==> src/design/pnm_pkg.sv <==
`timescale 1ns / 1ps
// Shared types and constants for the PGM/PPM stream parser.
// No dependencies; every other design file imports this package.
package pnm_pkg;

    // One byte of the incoming file with its framing marks.
    typedef struct packed {
        logic [7:0] data_byte;
        logic       file_start;
        logic       file_end;
    } item_t;

    // One parser result: a pixel, a completed header or an error.
    typedef struct packed {
        logic [1:0]  kind;
        logic [15:0] red;
        logic [15:0] green;
        logic [15:0] blue;
        logic [11:0] pixel_row;
        logic [11:0] pixel_column;
        logic        last_pixel;
        logic [12:0] image_width;
        logic [12:0] image_height;
        logic [15:0] max_value;
        logic [2:0]  error_code;
    } result_t;

    localparam logic [1:0] KIND_PIXEL  = 2'd0;
    localparam logic [1:0] KIND_HEADER = 2'd1;
    localparam logic [1:0] KIND_ERROR  = 2'd2;

    localparam logic [2:0] ERR_NONE       = 3'd0;
    localparam logic [2:0] ERR_NO_MAGIC   = 3'd1;
    localparam logic [2:0] ERR_BAD_TYPE   = 3'd2;
    localparam logic [2:0] ERR_BAD_NUMBER = 3'd3;
    localparam logic [2:0] ERR_TOO_LARGE  = 3'd4;
    localparam logic [2:0] ERR_TRUNCATED  = 3'd5;

    localparam logic [7:0] CH_P     = 8'h50;
    localparam logic [7:0] CH_2     = 8'h32;
    localparam logic [7:0] CH_3     = 8'h33;
    localparam logic [7:0] CH_5     = 8'h35;
    localparam logic [7:0] CH_6     = 8'h36;
    localparam logic [7:0] CH_HASH  = 8'h23;
    localparam logic [7:0] CH_LF    = 8'h0A;
    localparam logic [7:0] CH_ZERO  = 8'h30;
    localparam logic [7:0] CH_NINE  = 8'h39;
    localparam logic [7:0] CH_SPACE = 8'h20;
    localparam logic [7:0] CH_TAB   = 8'h09;
    localparam logic [7:0] CH_CR    = 8'h0D;

    function automatic result_t error_result(input logic [2:0] code);
        result_t r;
        r            = '0;
        r.kind       = KIND_ERROR;
        r.error_code = code;
        return r;
    endfunction

endpackage

==> src/design/pnm_parser.sv <==
`timescale 1ns / 1ps
// Parser state and the per-byte update logic that yields up to two results.
// Depends on pnm_pkg.
module pnm_parser
    import pnm_pkg::*;
#(
    parameter int MAX_DIM = 4096
)(
    input  logic        clk,
    input  logic        rst_n,
    input  logic        step_en,
    input  item_t       item,
    output result_t     res0,
    output result_t     res1,
    output logic [1:0]  res_cnt
);

    localparam int DIM_W = $clog2(MAX_DIM + 1);

    typedef enum logic [3:0] {
        PH_MAGIC,
        PH_TYPE,
        PH_WIDTH,
        PH_HEIGHT,
        PH_MAXVAL,
        PH_EOL,
        PH_DATA,
        PH_DONE,
        PH_ERROR
    } phase_t;

    phase_t             phase_reg, phase_next;
    logic [1:0]         fmt_reg, fmt_next;
    logic               comment_reg, comment_next;
    logic               token_reg, token_next;
    logic [15:0]        acc_reg, acc_next;
    logic [1:0]         chan_reg, chan_next;
    logic [15:0]        held_red_reg, held_red_next;
    logic [15:0]        held_green_reg, held_green_next;
    logic [DIM_W-1:0]   row_reg, row_next;
    logic [DIM_W-1:0]   col_reg, col_next;
    logic [DIM_W-1:0]   width_reg, width_next;
    logic [DIM_W-1:0]   height_reg, height_next;
    logic [15:0]        maxval_reg, maxval_next;

    logic [7:0]         c;
    logic               is_digit;
    logic               is_space;
    logic [15:0]        acc_step;
    logic [19:0]        acc_wide;
    result_t            res_q [2];
    logic [1:0]         cnt;
    logic               main_err;
    logic [2:0]         main_code;
    logic               main_hdr;
    logic               take;
    logic [15:0]        take_val;
    logic [15:0]        hv;
    logic [DIM_W:0]     row_inc;
    logic [DIM_W:0]     col_inc;
    logic               last;
    logic [15:0]        rr;
    logic [15:0]        gg;

    assign c        = item.data_byte;
    assign is_digit = (c >= CH_ZERO) && (c <= CH_NINE);
    assign is_space = (c == CH_SPACE) || ((c >= CH_TAB) && (c <= CH_CR));

    // Multiply by ten with shifts, add the digit, clamp to 16 bits.
    // A file start clears the accumulator before this byte is taken.
    always_comb
    begin
        acc_wide = ({4'b0, (item.file_start ? 16'd0 : acc_reg)} << 3)
                 + ({4'b0, (item.file_start ? 16'd0 : acc_reg)} << 1)
                 + 20'(c - CH_ZERO);
        acc_step = (acc_wide > 20'd65535) ? 16'hFFFF : acc_wide[15:0];
    end

    always_comb
    begin
        phase_next      = phase_reg;
        fmt_next        = fmt_reg;
        comment_next    = comment_reg;
        token_next      = token_reg;
        acc_next        = acc_reg;
        chan_next       = chan_reg;
        held_red_next   = held_red_reg;
        held_green_next = held_green_reg;
        row_next        = row_reg;
        col_next        = col_reg;
        width_next      = width_reg;
        height_next     = height_reg;
        maxval_next     = maxval_reg;
        res_q[0]        = '0;
        res_q[1]        = '0;
        cnt             = '0;
        main_err        = 1'b0;
        main_code       = ERR_NONE;
        main_hdr        = 1'b0;
        take            = 1'b0;
        take_val        = '0;
        hv              = '0;
        row_inc         = '0;
        col_inc         = '0;
        last            = 1'b0;
        rr              = '0;
        gg              = '0;

        if (item.file_start)
        begin
            phase_next      = PH_MAGIC;
            fmt_next        = '0;
            comment_next    = 1'b0;
            token_next      = 1'b0;
            acc_next        = '0;
            chan_next       = '0;
            held_red_next   = '0;
            held_green_next = '0;
            row_next        = '0;
            col_next        = '0;
            width_next      = '0;
            height_next     = '0;
            maxval_next     = '0;
        end

        unique case (phase_next)
            PH_MAGIC:
            begin
                if (c == CH_P)
                begin
                    phase_next = PH_TYPE;
                end
                else
                begin
                    main_err  = 1'b1;
                    main_code = ERR_NO_MAGIC;
                end
            end
            PH_TYPE:
            begin
                if (c == CH_2 || c == CH_3 || c == CH_5 || c == CH_6)
                begin
                    // Bit 0 marks color, bit 1 marks binary samples.
                    fmt_next     = {(c == CH_5 || c == CH_6), (c == CH_3 || c == CH_6)};
                    phase_next   = PH_WIDTH;
                    token_next   = 1'b0;
                    acc_next     = '0;
                    comment_next = 1'b0;
                end
                else
                begin
                    main_err  = 1'b1;
                    main_code = ERR_BAD_TYPE;
                end
            end
            PH_WIDTH, PH_HEIGHT, PH_MAXVAL:
            begin
                if (comment_next)
                begin
                    if (c == CH_LF)
                    begin
                        comment_next = 1'b0;
                    end
                end
                else if (is_digit)
                begin
                    acc_next   = acc_step;
                    token_next = 1'b1;
                end
                else if (is_space || c == CH_HASH)
                begin
                    if (token_next)
                    begin
                        hv         = acc_next;
                        token_next = 1'b0;
                        acc_next   = '0;
                        if (hv == 16'd0)
                        begin
                            main_err  = 1'b1;
                            main_code = ERR_BAD_NUMBER;
                        end
                        else if (phase_next == PH_WIDTH || phase_next == PH_HEIGHT)
                        begin
                            if ({1'b0, hv} > 17'(MAX_DIM))
                            begin
                                main_err  = 1'b1;
                                main_code = ERR_TOO_LARGE;
                            end
                            else if (phase_next == PH_WIDTH)
                            begin
                                width_next = DIM_W'(hv);
                                phase_next = PH_HEIGHT;
                            end
                            else
                            begin
                                height_next = DIM_W'(hv);
                                phase_next  = PH_MAXVAL;
                            end
                        end
                        else
                        begin
                            maxval_next = hv;
                            if (c == CH_LF)
                            begin
                                main_hdr = 1'b1;
                            end
                            else
                            begin
                                phase_next = PH_EOL;
                            end
                        end
                    end
                    if (!main_err && c == CH_HASH && (phase_next == PH_WIDTH
                        || phase_next == PH_HEIGHT || phase_next == PH_MAXVAL))
                    begin
                        comment_next = 1'b1;
                    end
                end
                else
                begin
                    main_err  = 1'b1;
                    main_code = ERR_BAD_NUMBER;
                end
            end
            PH_EOL:
            begin
                if (c == CH_LF)
                begin
                    main_hdr = 1'b1;
                end
            end
            PH_DATA:
            begin
                if (fmt_next[1])
                begin
                    take     = 1'b1;
                    take_val = {8'b0, c};
                end
                else if (is_digit)
                begin
                    acc_next   = acc_step;
                    token_next = 1'b1;
                end
                else if (is_space)
                begin
                    if (token_next)
                    begin
                        take       = 1'b1;
                        take_val   = acc_next;
                        token_next = 1'b0;
                        acc_next   = '0;
                    end
                end
                else
                begin
                    main_err  = 1'b1;
                    main_code = ERR_BAD_NUMBER;
                end
            end
            default:
            begin
            end
        endcase

        if (main_err)
        begin
            res_q[cnt[0]] = error_result(main_code);
            cnt           = cnt + 2'd1;
            phase_next    = PH_ERROR;
            token_next    = 1'b0;
            comment_next  = 1'b0;
        end

        if (main_hdr)
        begin
            res_q[cnt[0]]              = '0;
            res_q[cnt[0]].kind         = KIND_HEADER;
            res_q[cnt[0]].image_width  = 13'(width_next);
            res_q[cnt[0]].image_height = 13'(height_next);
            res_q[cnt[0]].max_value    = maxval_next;
            cnt                        = cnt + 2'd1;
            phase_next                 = PH_DATA;
            row_next                   = '0;
            col_next                   = '0;
            chan_next                  = '0;
            token_next                 = 1'b0;
            acc_next                   = '0;
        end

        // End of file closes a pending ASCII token. This never coincides with a
        // sample taken above, so one sample path serves both cases.
        if (item.file_end && phase_next == PH_DATA && !fmt_next[1] && token_next)
        begin
            take       = 1'b1;
            take_val   = acc_next;
            token_next = 1'b0;
            acc_next   = '0;
        end

        if (take)
        begin
            if (fmt_next[0] && chan_next == 2'd0)
            begin
                held_red_next = take_val;
                chan_next     = 2'd1;
            end
            else if (fmt_next[0] && chan_next == 2'd1)
            begin
                held_green_next = take_val;
                chan_next       = 2'd2;
            end
            else
            begin
                rr        = fmt_next[0] ? held_red_next : take_val;
                gg        = fmt_next[0] ? held_green_next : take_val;
                chan_next = 2'd0;
                row_inc   = {1'b0, row_next} + 1'b1;
                col_inc   = {1'b0, col_next} + 1'b1;
                last      = (row_inc == {1'b0, height_next}) && (col_inc == {1'b0, width_next});
                res_q[cnt[0]]              = '0;
                res_q[cnt[0]].kind         = KIND_PIXEL;
                res_q[cnt[0]].red          = rr;
                res_q[cnt[0]].green        = gg;
                res_q[cnt[0]].blue         = take_val;
                res_q[cnt[0]].pixel_row    = 12'(row_next);
                res_q[cnt[0]].pixel_column = 12'(col_next);
                res_q[cnt[0]].last_pixel   = last;
                cnt                        = cnt + 2'd1;
                if (last)
                begin
                    phase_next = PH_DONE;
                end
                else if (col_inc >= {1'b0, width_next})
                begin
                    col_next = '0;
                    row_next = row_inc[DIM_W-1:0];
                end
                else
                begin
                    col_next = col_inc[DIM_W-1:0];
                end
            end
        end

        if (item.file_end && phase_next != PH_DONE && phase_next != PH_ERROR)
        begin
            res_q[cnt[0]] = error_result(ERR_TRUNCATED);
            cnt           = cnt + 2'd1;
            phase_next    = PH_ERROR;
            token_next    = 1'b0;
            comment_next  = 1'b0;
        end
    end

    assign res0    = res_q[0];
    assign res1    = res_q[1];
    assign res_cnt = step_en ? cnt : 2'd0;

    always_ff @(posedge clk or negedge rst_n)
    begin
        if (!rst_n)
        begin
            phase_reg      <= PH_MAGIC;
            fmt_reg        <= '0;
            comment_reg    <= 1'b0;
            token_reg      <= 1'b0;
            acc_reg        <= '0;
            chan_reg       <= '0;
            held_red_reg   <= '0;
            held_green_reg <= '0;
            row_reg        <= '0;
            col_reg        <= '0;
            width_reg      <= '0;
            height_reg     <= '0;
            maxval_reg     <= '0;
        end
        else if (step_en)
        begin
            phase_reg      <= phase_next;
            fmt_reg        <= fmt_next;
            comment_reg    <= comment_next;
            token_reg      <= token_next;
            acc_reg        <= acc_next;
            chan_reg       <= chan_next;
            held_red_reg   <= held_red_next;
            held_green_reg <= held_green_next;
            row_reg        <= row_next;
            col_reg        <= col_next;
            width_reg      <= width_next;
            height_reg     <= height_next;
            maxval_reg     <= maxval_next;
        end
    end

endmodule

==> src/design/pnm_result_fifo.sv <==
`timescale 1ns / 1ps
// Small result queue that takes up to two results per cycle and hands out one while pop is high.
// Depends on pnm_pkg.
module pnm_result_fifo
    import pnm_pkg::*;
(
    input  logic       clk,
    input  logic       rst_n,
    input  logic [1:0] push_cnt,
    input  result_t    push0,
    input  result_t    push1,
    output logic       room,
    output logic       out_valid,
    output result_t    out_data,
    input  logic       pop
);

    localparam int DEPTH = 4;
    localparam int AW    = $clog2(DEPTH);

    result_t        mem [DEPTH];
    logic [AW-1:0]  wr_ptr_reg, wr_ptr_next;
    logic [AW-1:0]  rd_ptr_reg, rd_ptr_next;
    logic [AW:0]    count_reg, count_next;
    logic [AW-1:0]  wr_ptr_inc;
    logic           pop_fire;

    assign out_valid   = (count_reg != '0);
    assign out_data    = mem[rd_ptr_reg];
    assign pop_fire    = pop && out_valid;
    // Room for a worst-case byte that yields two results.
    assign room        = (count_reg <= (AW + 1)'(DEPTH - 2));
    assign wr_ptr_inc  = wr_ptr_reg + 1'b1;
    assign wr_ptr_next = wr_ptr_reg + AW'(push_cnt);
    assign rd_ptr_next = rd_ptr_reg + AW'(pop_fire);
    assign count_next  = count_reg + (AW + 1)'(push_cnt) - (AW + 1)'(pop_fire);

    always_ff @(posedge clk)
    begin
        if (push_cnt != 2'd0)
        begin
            mem[wr_ptr_reg] <= push0;
        end
        if (push_cnt == 2'd2)
        begin
            mem[wr_ptr_inc] <= push1;
        end
    end

    always_ff @(posedge clk or negedge rst_n)
    begin
        if (!rst_n)
        begin
            wr_ptr_reg <= '0;
            rd_ptr_reg <= '0;
            count_reg  <= '0;
        end
        else
        begin
            wr_ptr_reg <= wr_ptr_next;
            rd_ptr_reg <= rd_ptr_next;
            count_reg  <= count_next;
        end
    end

endmodule

==> src/design/pnm_image_stream_parser_core.sv <==
`timescale 1ns / 1ps
// Top level of the PGM/PPM byte-stream parser: input register, parser, result queue.
// Depends on pnm_pkg, pnm_parser and pnm_result_fifo.
//
//   Channel   Valid          Stall          Payload
//   bytes     byte_valid     byte_stall     byte_data   (item_t)
//   results   result_valid   result_stall   result_data (result_t)
//
// One byte is taken per cycle while byte_stall is low. A byte is registered on transfer
// and decoded from the input register once the queue has room; its results go into the queue.
// A byte that yields two results hands them out one after the other; the input stalls only
// while the four-entry result queue holds more than two results.
// Reset clears the parser state, the input valid flag and the queue.
module pnm_image_stream_parser_core
    import pnm_pkg::*;
#(
    parameter int MAX_DIM = 4096
)(
    input  logic    clk,
    input  logic    rst_n,
    input  logic    byte_valid,
    output logic    byte_stall,
    input  item_t   byte_data,
    output logic    result_valid,
    input  logic    result_stall,
    output result_t result_data
);

    logic       in_valid_reg;
    item_t      in_item_reg;
    logic       room;
    logic       advance;
    result_t    res0;
    result_t    res1;
    logic [1:0] res_cnt;

    assign advance    = in_valid_reg && room;
    assign byte_stall = in_valid_reg && !room;

    always_ff @(posedge clk or negedge rst_n)
    begin
        if (!rst_n)
        begin
            in_valid_reg <= 1'b0;
        end
        else if (!byte_stall)
        begin
            in_valid_reg <= byte_valid;
        end
    end

    always_ff @(posedge clk)
    begin
        if (byte_valid && !byte_stall)
        begin
            in_item_reg <= byte_data;
        end
    end

    pnm_parser #(
        .MAX_DIM (MAX_DIM)
    ) u_parser (
        .clk     (clk),
        .rst_n   (rst_n),
        .step_en (advance),
        .item    (in_item_reg),
        .res0    (res0),
        .res1    (res1),
        .res_cnt (res_cnt)
    );

    pnm_result_fifo u_fifo (
        .clk       (clk),
        .rst_n     (rst_n),
        .push_cnt  (res_cnt),
        .push0     (res0),
        .push1     (res1),
        .room      (room),
        .out_valid (result_valid),
        .out_data  (result_data),
        .pop       (!result_stall)
    );

endmodule

==> config.mk <==
export PLATFORM = sky130hd
export DESIGN_NAME = pnm_image_stream_parser_core
export DESIGN_NICKNAME = d
export VERILOG_FILES = /design/src/design/pnm_pkg.sv /design/src/design/pnm_parser.sv /design/src/design/pnm_result_fifo.sv /design/src/design/pnm_image_stream_parser_core.sv
export SDC_FILE = /design/constraint.sdc
export NUM_CORES = 1
export LEC_CHECK = 0
export ABC_CLOCK_PERIOD_IN_PS = 15400
export BUFFER_PORTS_ARGS = -buffer_cell sky130_fd_sc_hd__buf_2
export CAP_MARGIN = 0
export CORE_MARGIN = 5
export CORE_UTILIZATION = 50
export CTS_BUF_LIST = sky130_fd_sc_hd__clkbuf_16
export DETAILED_ROUTE_END_ITERATION = 8
export HOLD_SLACK_MARGIN = 0.02
export PLACE_DENSITY = 0.78
export REMOVE_ABC_BUFFERS = 1
export SLEW_MARGIN = 0
export SYNTH_ARGS = -nofsm -noshare
export SYNTH_HDL_FRONTEND = slang
export SYNTH_HIERARCHICAL = 1
export SYNTH_SLANG_ARGS = --single-unit
==> constraint.sdc <==
create_clock -name clk -period 15.4 [get_ports clk]
set_input_delay 1.54 -clock clk [delete_from_list [all_inputs] [get_ports clk]]
set_output_delay 1.54 -clock clk [all_outputs]
set_load 0.05 [all_outputs]
==> results.txt, run 1 <==
status: finished, final reports clean
Post-synth EDFFs: 490
RSZ-0062 raised after global routing: no
Critical Path Sink: u_fifo/mem[2][114]$_DFFE_PP_
yosys warns: 6
Tcrit/Tclk final: 62.9%
maximum clock path buffer count: 3
Die X-Extent: 281 um
layout cells sized above 1: 30.8%
Synth top area share: 40.1%
arrival time worst endpoint: 9.92 ns
ys async rst share: 21.5%
Reg with most FFs: u_fifo/mem
DR DRC count: 0
Clock Latency Late Sink: 0.62 ns
Internal: 3.54 mW
IO Port Bufs: 135
number of fill cells in the layout: 5814
CTS Sinks: 624
Area contributors post-synth: edfxtp_1 (40%), dfrtp_1 (9.1%), mux2_4 (7.7%), mux4_2 (7.4%), mux2_2 (6.1%)
worst reg-to-reg setup slack: 5.71 ns
drt total wl: 99400 um
NetSw: 2.27 mW
clk root buf: clkbuf_16
Worst Path Required: 15.64 ns
register area: 18100 um^2
PwrDens: 146 nW/um^2
initial drt markers: 2504
Slew @ Worst Pin: 1.32 ns
setup violators final: 0
Cells after Synth: 2695
setup ws final: 5.71 ns
io pins: 136
CTS Buf Count: 67
Final GP Congestion: 0.941
Largest register FFs: 480
Top delay family on crit path: simple AND/OR/NAND/NOR gates
Die Height: 281 um
Top FF cell, synth: edfxtp_1
worst-path maximum fanout: 53
initial antenna violation count: 1
Max Slew Vio Count: 0
slowest cell on the critical path: and4bb_4
Pre-antenna DRT Iters: 5
final hold violation count: 0
Post-Synthesis Cell Area: 36700 um^2
Clock Skews: 0.0246 ns
number of max-cap violations: 0
worst reg2reg startpoint: u_parser/acc_reg[7]$_DFFE_PN0P_
Overall Power: 5.81 mW
Static Leak: 15.6 nW
CTS tree: built
setup bufs post-CTS: 0
Hold-fix buffers, CTS: 0
Die ar.: 78900 um^2
Synth Register Bits: 624
vias in the first global route: 24900
WL/cell: 26.4 um
core area: 72800 um^2
Rows: 99
Initial Util: 50.4%
CP Launch Point: u_parser/acc_reg[7]$_DFFE_PN0P_
largest net degree at the start of global routing: 121
crit end category: register
CTS clk-pin slew, worst paths: 0.06 ns
Hold Path Class: register to register
worst r2r dst: u_fifo/mem[2][114]$_DFFE_PP_
multi-input logic area: 17200 um^2
R2R depth: 27
CP max stage delay: 0.94 ns
CP Class: register to register
layout overhead on the synthesized area: 8.57%
Worst Path Buf+Inv: 3
post-route ant nets: 0
CP Launch Type: register
Slew headroom: 11.0%
via count: 24200
Via density: 6.43
cell count along the critical path: 27
peak supply drop: 0.103 mV
Inserted Diodes: 0
register area share after synthesis: 49.3%
minimum clock period: 9.69 ns
GRT Residual Overflow: 0
Post-Place Setup Slack: 5.97 ns
HPWL Detailed: 63500 um
area leader, netlist: edfxtp_1
GRT Overall Usage: 24.8%
Mapped Avg Cell Area: 13.6 um^2
clock share of power: 26.5%
register share of total power: 38.0%
Switching Fraction: 39.1%
post-CTS sizing: 0
H-tree Lvls: 3
post-synth cell types: 109
Peak Freq: 103 MHz
combinational fraction of design power: 35.6%
fin nets: 2829
first-pass GRT wire length: 153000 um
## power groups by stage
stage | Clock (mW) | Sequential, mW | Combinational (mW)
finish | 1.54 | 2.21 | 2.07
global route | 1.63 | 2.23 | 2.17
CTS | 1.56 | 2.21 | 2.09
detailed placement | 0 | 2.24 | 2.08
global placement | 0 | 2.22 | 2.07
floorplan | 0 | 2.37 | 1.45
## cells by family after synthesis
group                      Yosys count  share of synthesized area, %
and+or+nand+nor                    609                          8.60
adders and majority gates           66                          2.58
xor gates and xnor gates            48                          1.18
AOI/OAI and AO/OA                  406                          8.41
buffers and inverters              290                          4.43
other                                1                        0.0102
DFF                                624                          49.3
muxes                              651                          25.5
## through the flow
stage	hold WS [ns]	instances	utilization (%)	setup TNS, ns	cell area (um^2)
after detailed placement	0.474	3639	51.8	0	37700
after global placement	0.466	3639	51.8	0	37700
final	0.487	3763	54.7	0	39800
after floorplan	0.449	2500	-	-680.53	35400
after CTS	0.491	3763	54.7	0	39800
after global routing	0.501	3763	54.7	0	39800
## synthesized netlist by cell type (46+ instances only)
| library cell | count |
|---|---|
| edfxtp_1 | 490 |
| mux2_2 | 200 |
| mux2_4 | 189 |
| nor2_1 | 156 |
| dfrtp_1 | 134 |
| nand2_1 | 127 |
| mux4_2 | 120 |
| mux2_1 | 100 |
| nor3_1 | 95 |
| clkbuf_1 | 84 |
| o21ai_0 | 62 |
| buf_4 | 60 |
| a21oi_1 | 52 |
| inv_1 | 52 |
| o2bb2ai_1 | 51 |
| ha_1 | 50 |
| and3_1 | 46 |
## worst min-delay path by stage
stage                                           startpoint                                      to  slack, ns  depth (start not counted)
finish                   u_parser/width_reg[8]$_DFFE_PN0P_       u_parser/width_reg[8]$_DFFE_PN0P_       0.49                          2
CTS                      u_parser/width_reg[2]$_DFFE_PN0P_       u_parser/width_reg[2]$_DFFE_PN0P_       0.49                          2
floorplan               u_parser/width_reg[10]$_DFFE_PN0P_      u_parser/width_reg[10]$_DFFE_PN0P_       0.45                          2
detailed placement  u_parser/held_green_reg[9]$_DFFE_PN0P_  u_parser/held_green_reg[9]$_DFFE_PN0P_       0.47                          1
global placement        u_parser/width_reg[12]$_DFFE_PN0P_      u_parser/width_reg[12]$_DFFE_PN0P_       0.47                          2
global route          u_parser/held_red_reg[5]$_DFFE_PN0P_    u_parser/held_red_reg[5]$_DFFE_PN0P_       0.50                          1
## worst register-to-register path, stage by stage (launching register included)
cell	delay [ns]
dfrtp_1	0.51
or4_1	0.66
nor4_4	0.67
nor4_1	0.21
a211oi_2	0.25
buf_4	0.33
nand2_1	0.17
inv_1	0.12
ha_1	0.22
nand4_1	0.19
nor2_1	0.21
nand2_1	0.09
xor2_1	0.15
nor2_1	0.08
ha_1	0.32
nand4_1	0.12
nor2_1	0.16
nand4_1	0.17
a31oi_1	0.26
nand4_1	0.19
nor2_1	0.17
nand4b_2	0.14
nor4_4	0.73
o31ai_1	0.17
nor3_1	0.74
and4bb_4	0.94
o21bai_4	0.48
buf_4	0.76
## cells in the final DEF (no fill, tap or decap), types with 73 or more instances in the layout
master and n:
buf_2 134, dfrtp_1 132, edfxtp_1 490, inv_1 73
mux2_1 100, mux2_2 200, mux2_4 189, mux4_2 120
nand2_1 125, nor2_1 152, nor3_1 93
## routing by layer
metal / GRT usage [%] / wire length (um)
met1: 34.6 / 41200
met5: 0 / 0
met4: 6.49 / 2420
met3: 3.79 / 7180
met2: 41.2 / 48600
## final cells by class
type / instances / share of cell area (%)
inverter: 53 / 0.500
timing repair buffer: 180 / 2.59
tap: 959 / 3.01
clock buffer: 70 / 4.40
multi-input combinational: 1823 / 43.3
clock inverter: 54 / 0.842
sequential: 624 / 45.4
(Power assumes the default switching activity.)
==> run 2: changes to the inputs <==
--- a/config.mk
+++ b/config.mk
@@ -5,7 +5,8 @@
 export SDC_FILE = /design/constraint.sdc
 export NUM_CORES = 1
 export LEC_CHECK = 0
-export ABC_CLOCK_PERIOD_IN_PS = 15400
+export ABC_AREA = 1
+export ABC_CLOCK_PERIOD_IN_PS = 9400
 export BUFFER_PORTS_ARGS = -buffer_cell sky130_fd_sc_hd__buf_2
 export CAP_MARGIN = 0
 export CORE_MARGIN = 5
@@ -13,7 +14,7 @@
 export CTS_BUF_LIST = sky130_fd_sc_hd__clkbuf_16
 export DETAILED_ROUTE_END_ITERATION = 8
 export HOLD_SLACK_MARGIN = 0.02
-export PLACE_DENSITY = 0.78
+export PLACE_DENSITY = 0.76
 export REMOVE_ABC_BUFFERS = 1
 export SLEW_MARGIN = 0
 export SYNTH_ARGS = -nofsm -noshare
==> constraint.sdc (replaced) <==
create_clock -name clk -period 9.4 [get_ports clk]
set_input_delay 0.94 -clock clk [delete_from_list [all_inputs] [get_ports clk]]
set_output_delay 0.94 -clock clk [all_outputs]
set_load 0.05 [all_outputs]
==> results.txt, run 2 <==
Hold-fix buffers, CTS: 0 (unchanged)
Via density: 5.66 (was 6.43)
maximum clock path buffer count: 3 (unchanged)
worst r2r dst: u_fifo/mem[0][102]$_DFFE_PP_ (was u_fifo/mem[2][114]$_DFFE_PP_)
commonest non-fill, non-tap cell in the layout: nand2_1 (was edfxtp_1)
Overall Power: 11.5 mW (was 5.81 mW)
WL/cell: 18.6 um (was 26.4 um)
Initial Util: 50.4% (about the same)
Internal: 6.23 mW (was 3.54 mW)
combinational fraction of design power: 43.7% (was 35.6%)
setup violators final: 0 (unchanged)
Clock Latency Late Sink: 0.63 ns (was 0.62 ns)
Peak Freq: 121 MHz (was 103 MHz)
largest net degree at the start of global routing: 123 (was 121)
Die X-Extent: 281 um (about the same)
Slew headroom: 24.4% (was 11.0%)
Largest register FFs: 480 (unchanged)
layout cells sized above 1: 7.98% (was 30.8%)
layout overhead on the synthesized area: 9.21% (was 8.57%)
Synth top area share: 39.9% (was 40.1%)
post-route ant nets: 0 (unchanged)
worst reg-to-reg setup slack: 1.15 ns (was 5.71 ns)
CP dominant cell by count: inv_1
final hold violation count: 0 (unchanged)
most common cell in the netlist: nand2_1 (was edfxtp_1)
post-synth cell types: 55 (was 109)
Area contributors post-synth: edfxtp_1 (40%), o21ai_0 (9.3%), nand2_1 (9.1%), dfrtp_1 (9.1%), nor2_1 (7.4%) (was edfxtp_1 (40%), dfrtp_1 (9.1%), mux2_4 (7.7%), mux4_2 (7.4%), mux2_2 (6.1%))
Hold Path Class: primary input to async pin (was register to register)
DR DRC count: 0 (unchanged)
H-tree Lvls: 3 (unchanged)
Mapped Avg Cell Area: 7.93 um^2 (was 13.6 um^2)
HPWL Detailed: 66400 um (was 63500 um)
Max Slew Vio Count: 0 (unchanged)
setup bufs post-CTS: 0 (unchanged)
RSZ-0062 raised after global routing: no (unchanged)
worst reg2reg startpoint: in_item_reg[1]$_DFFE_PP_ (was u_parser/acc_reg[7]$_DFFE_PN0P_)
Reg with most FFs: u_fifo/mem (unchanged)
IO Port Bufs: 135 (unchanged)
yosys warns: 6 (unchanged)
CP max stage delay: 0.70 ns (was 0.94 ns)
crit end category: register (unchanged)
Pre-antenna DRT Iters: 5 (unchanged)
Switching Fraction: 45.8% (was 39.1%)
CP Class: register to register (unchanged)
Top FF cell, synth: edfxtp_1 (unchanged)
CTS clk-pin slew, worst paths: 0.06 ns (about the same)
most frequent cells in the layout: nand2_1 (891), nor2_1 (726), o21ai_0 (687) (was edfxtp_1 (490), mux2_2 (200), mux2_4 (189))
setup ws final: 1.15 ns (was 5.71 ns)
peak supply drop: 0.544 mV (was 0.103 mV)
fin nets: 4712 (was 2829)
NetSw: 5.27 mW (was 2.27 mW)
Synth Register Bits: 624 (unchanged)
initial drt markers: 3176 (was 2504)
core area: 73100 um^2 (was 72800 um^2)
status: finished, final reports clean (unchanged)
number of max-cap violations: 0 (unchanged)
minimum clock period: 8.25 ns (was 9.69 ns)
post-CTS sizing: 0 (unchanged)
Layout Utilization: 55.1% (was 54.7%)
register area share after synthesis: 49.0% (was 49.3%)
slowest cell on the critical path: nand2_4 (was and4bb_4)
Worst Path Required: 9.72 ns (was 15.64 ns)
top cells by count, synth: nand2_1 (897), nor2_1 (728), o21ai_0 (687) (was edfxtp_1 (490), mux2_2 (200), mux2_4 (189))
CTS Buf Count: 69 (was 67)
CTS Sinks: 624 (unchanged)
CTS tree: built (unchanged)
R2R depth: 40 (was 27)
area leader, netlist: edfxtp_1 (unchanged)
Final GP Congestion: 1.00 (was 0.941)
Rows: 99 (unchanged)
Slew @ Worst Pin: 1.13 ns (was 1.32 ns)
Inserted Diodes: 0 (unchanged)
clock share of power: 22.8% (was 26.5%)
drt total wl: 105000 um (was 99400 um)
via count: 31900 (was 24200)
io pins: 136 (unchanged)
Clock Skews: 0.0295 ns (was 0.0246 ns)
Post-Place Setup Slack: 1.29 ns (was 5.97 ns)
Static Leak: 14.8 nW (was 15.6 nW)
first-pass GRT wire length: 165000 um (was 153000 um)
GRT Overall Usage: 25.9% (was 24.8%)
worst-path maximum fanout: 46 (was 53)
PwrDens: 286 nW/um^2 (was 146 nW/um^2)
initial antenna violation count: 3 (was 1)
Tcrit/Tclk final: 87.7% (was 62.9%)
ys async rst share: 21.5% (unchanged)
Post-synth EDFFs: 490 (unchanged)
clk root buf: clkbuf_16 (unchanged)
Post-Synthesis Cell Area: 36800 um^2 (was 36700 um^2)
vias in the first global route: 29900 (was 24900)
CP Launch Type: register (unchanged)
arrival time worst endpoint: 8.57 ns (was 9.92 ns)
Die Height: 281 um (about the same)
register share of total power: 33.4% (was 38.0%)
GRT Residual Overflow: 0 (unchanged)
Die ar.: 79200 um^2 (was 78900 um^2)
Cells after Synth: 4644 (was 2695)
==> run 2: cell families after synthesis <==
logic type / Yosys count / synth area share [%]
XOR/XNOR: 31 / 0.737
other: 1 / 0.0102
adder cells (fa/ha/maj): 66 / 2.57
flip-flops: 624 / 49.0
AND/OR/NAND/NOR: 1847 / 20.2
buffers and inverters: 747 / 8.86
AO/OA/AOI/OAI: 1327 / 18.6
multiplexers: 1 / 0.0272
==> run 2: power by group through the flow <==
stage	clock network, mW	registers, mW	logic (mW)
after global placement	0	3.88	4.98
final	2.63	3.85	5.03
after detailed placement	0	3.90	5.03
after global routing	2.78	3.89	5.43
after floorplan	0	4.02	3.48
after CTS	2.67	3.84	5.05
==> run 2: per-layer routing <==
metal	global-route usage, %	part of all wire [%]
met2	43.1	48
met5	0	0.026
met3	3.88	7.5
met1	34.7	41
met4	9.65	3.6
==> run 2: final cells by class <==
class | count | area (um^2)
clock inverter | 57 | 438
timing repair buffer | 203 | 1430
fill | 6565 | 32800
tap | 959 | 1200
inverter | 419 | 1580
sequential | 624 | 18100
clock buffer | 70 | 1750
multi-input combinational | 3315 | 15800
==> run 2: worst max-delay path, delay by kind of cell (launching register included) <==
family | cells | cell delay, ns
simple gates | 25 | 4.95
buf+inv | 11 | 1.57
fa+ha+maj | 3 | 0.75
flops | 1 | 0.41
xor+xnor | 1 | 0.19
==> run 2: worst max-delay path by stage <==
stage | start | to | slack (ns) | cells after the start
2_1_floorplan | in_item_reg[1]$_DFFE_PP_ | u_fifo/mem[0][0]$_DFFE_PP_ | -4.96 | 39
3_3_place_gp | in_item_reg[1]$_DFFE_PP_ | u_fifo/mem[0][61]$_DFFE_PP_ | 1.48 | 40
3_5_place_dp | in_item_reg[1]$_DFFE_PP_ | u_fifo/mem[0][61]$_DFFE_PP_ | 1.29 | 40
4_1_cts | in_item_reg[1]$_DFFE_PP_ | u_fifo/mem[0][49]$_DFFE_PP_ | 1.24 | 40
5_1_grt | in_item_reg[1]$_DFFE_PP_ | u_fifo/mem[0][64]$_DFFE_PP_ | 0.47 | 40
6_report | in_item_reg[1]$_DFFE_PP_ | u_fifo/mem[0][102]$_DFFE_PP_ | 1.15 | 40
==> run 2: per-stage QoR <==
| step | hold slack (ns) | instance area, um^2 | cells | TNS, ns |
|---|---|---|---|---|
| global route | 0.464 | 40200 | 5647 | 0 |
| CTS | 0.415 | 40200 | 5647 | 0 |
| finish | 0.406 | 40200 | 5647 | 0 |
| detailed placement | 0.468 | 38100 | 5520 | 0 |
| floorplan | 0.442 | 35300 | 4358 | -2181.25 |
| global placement | 0.461 | 38100 | 5520 | 0 |
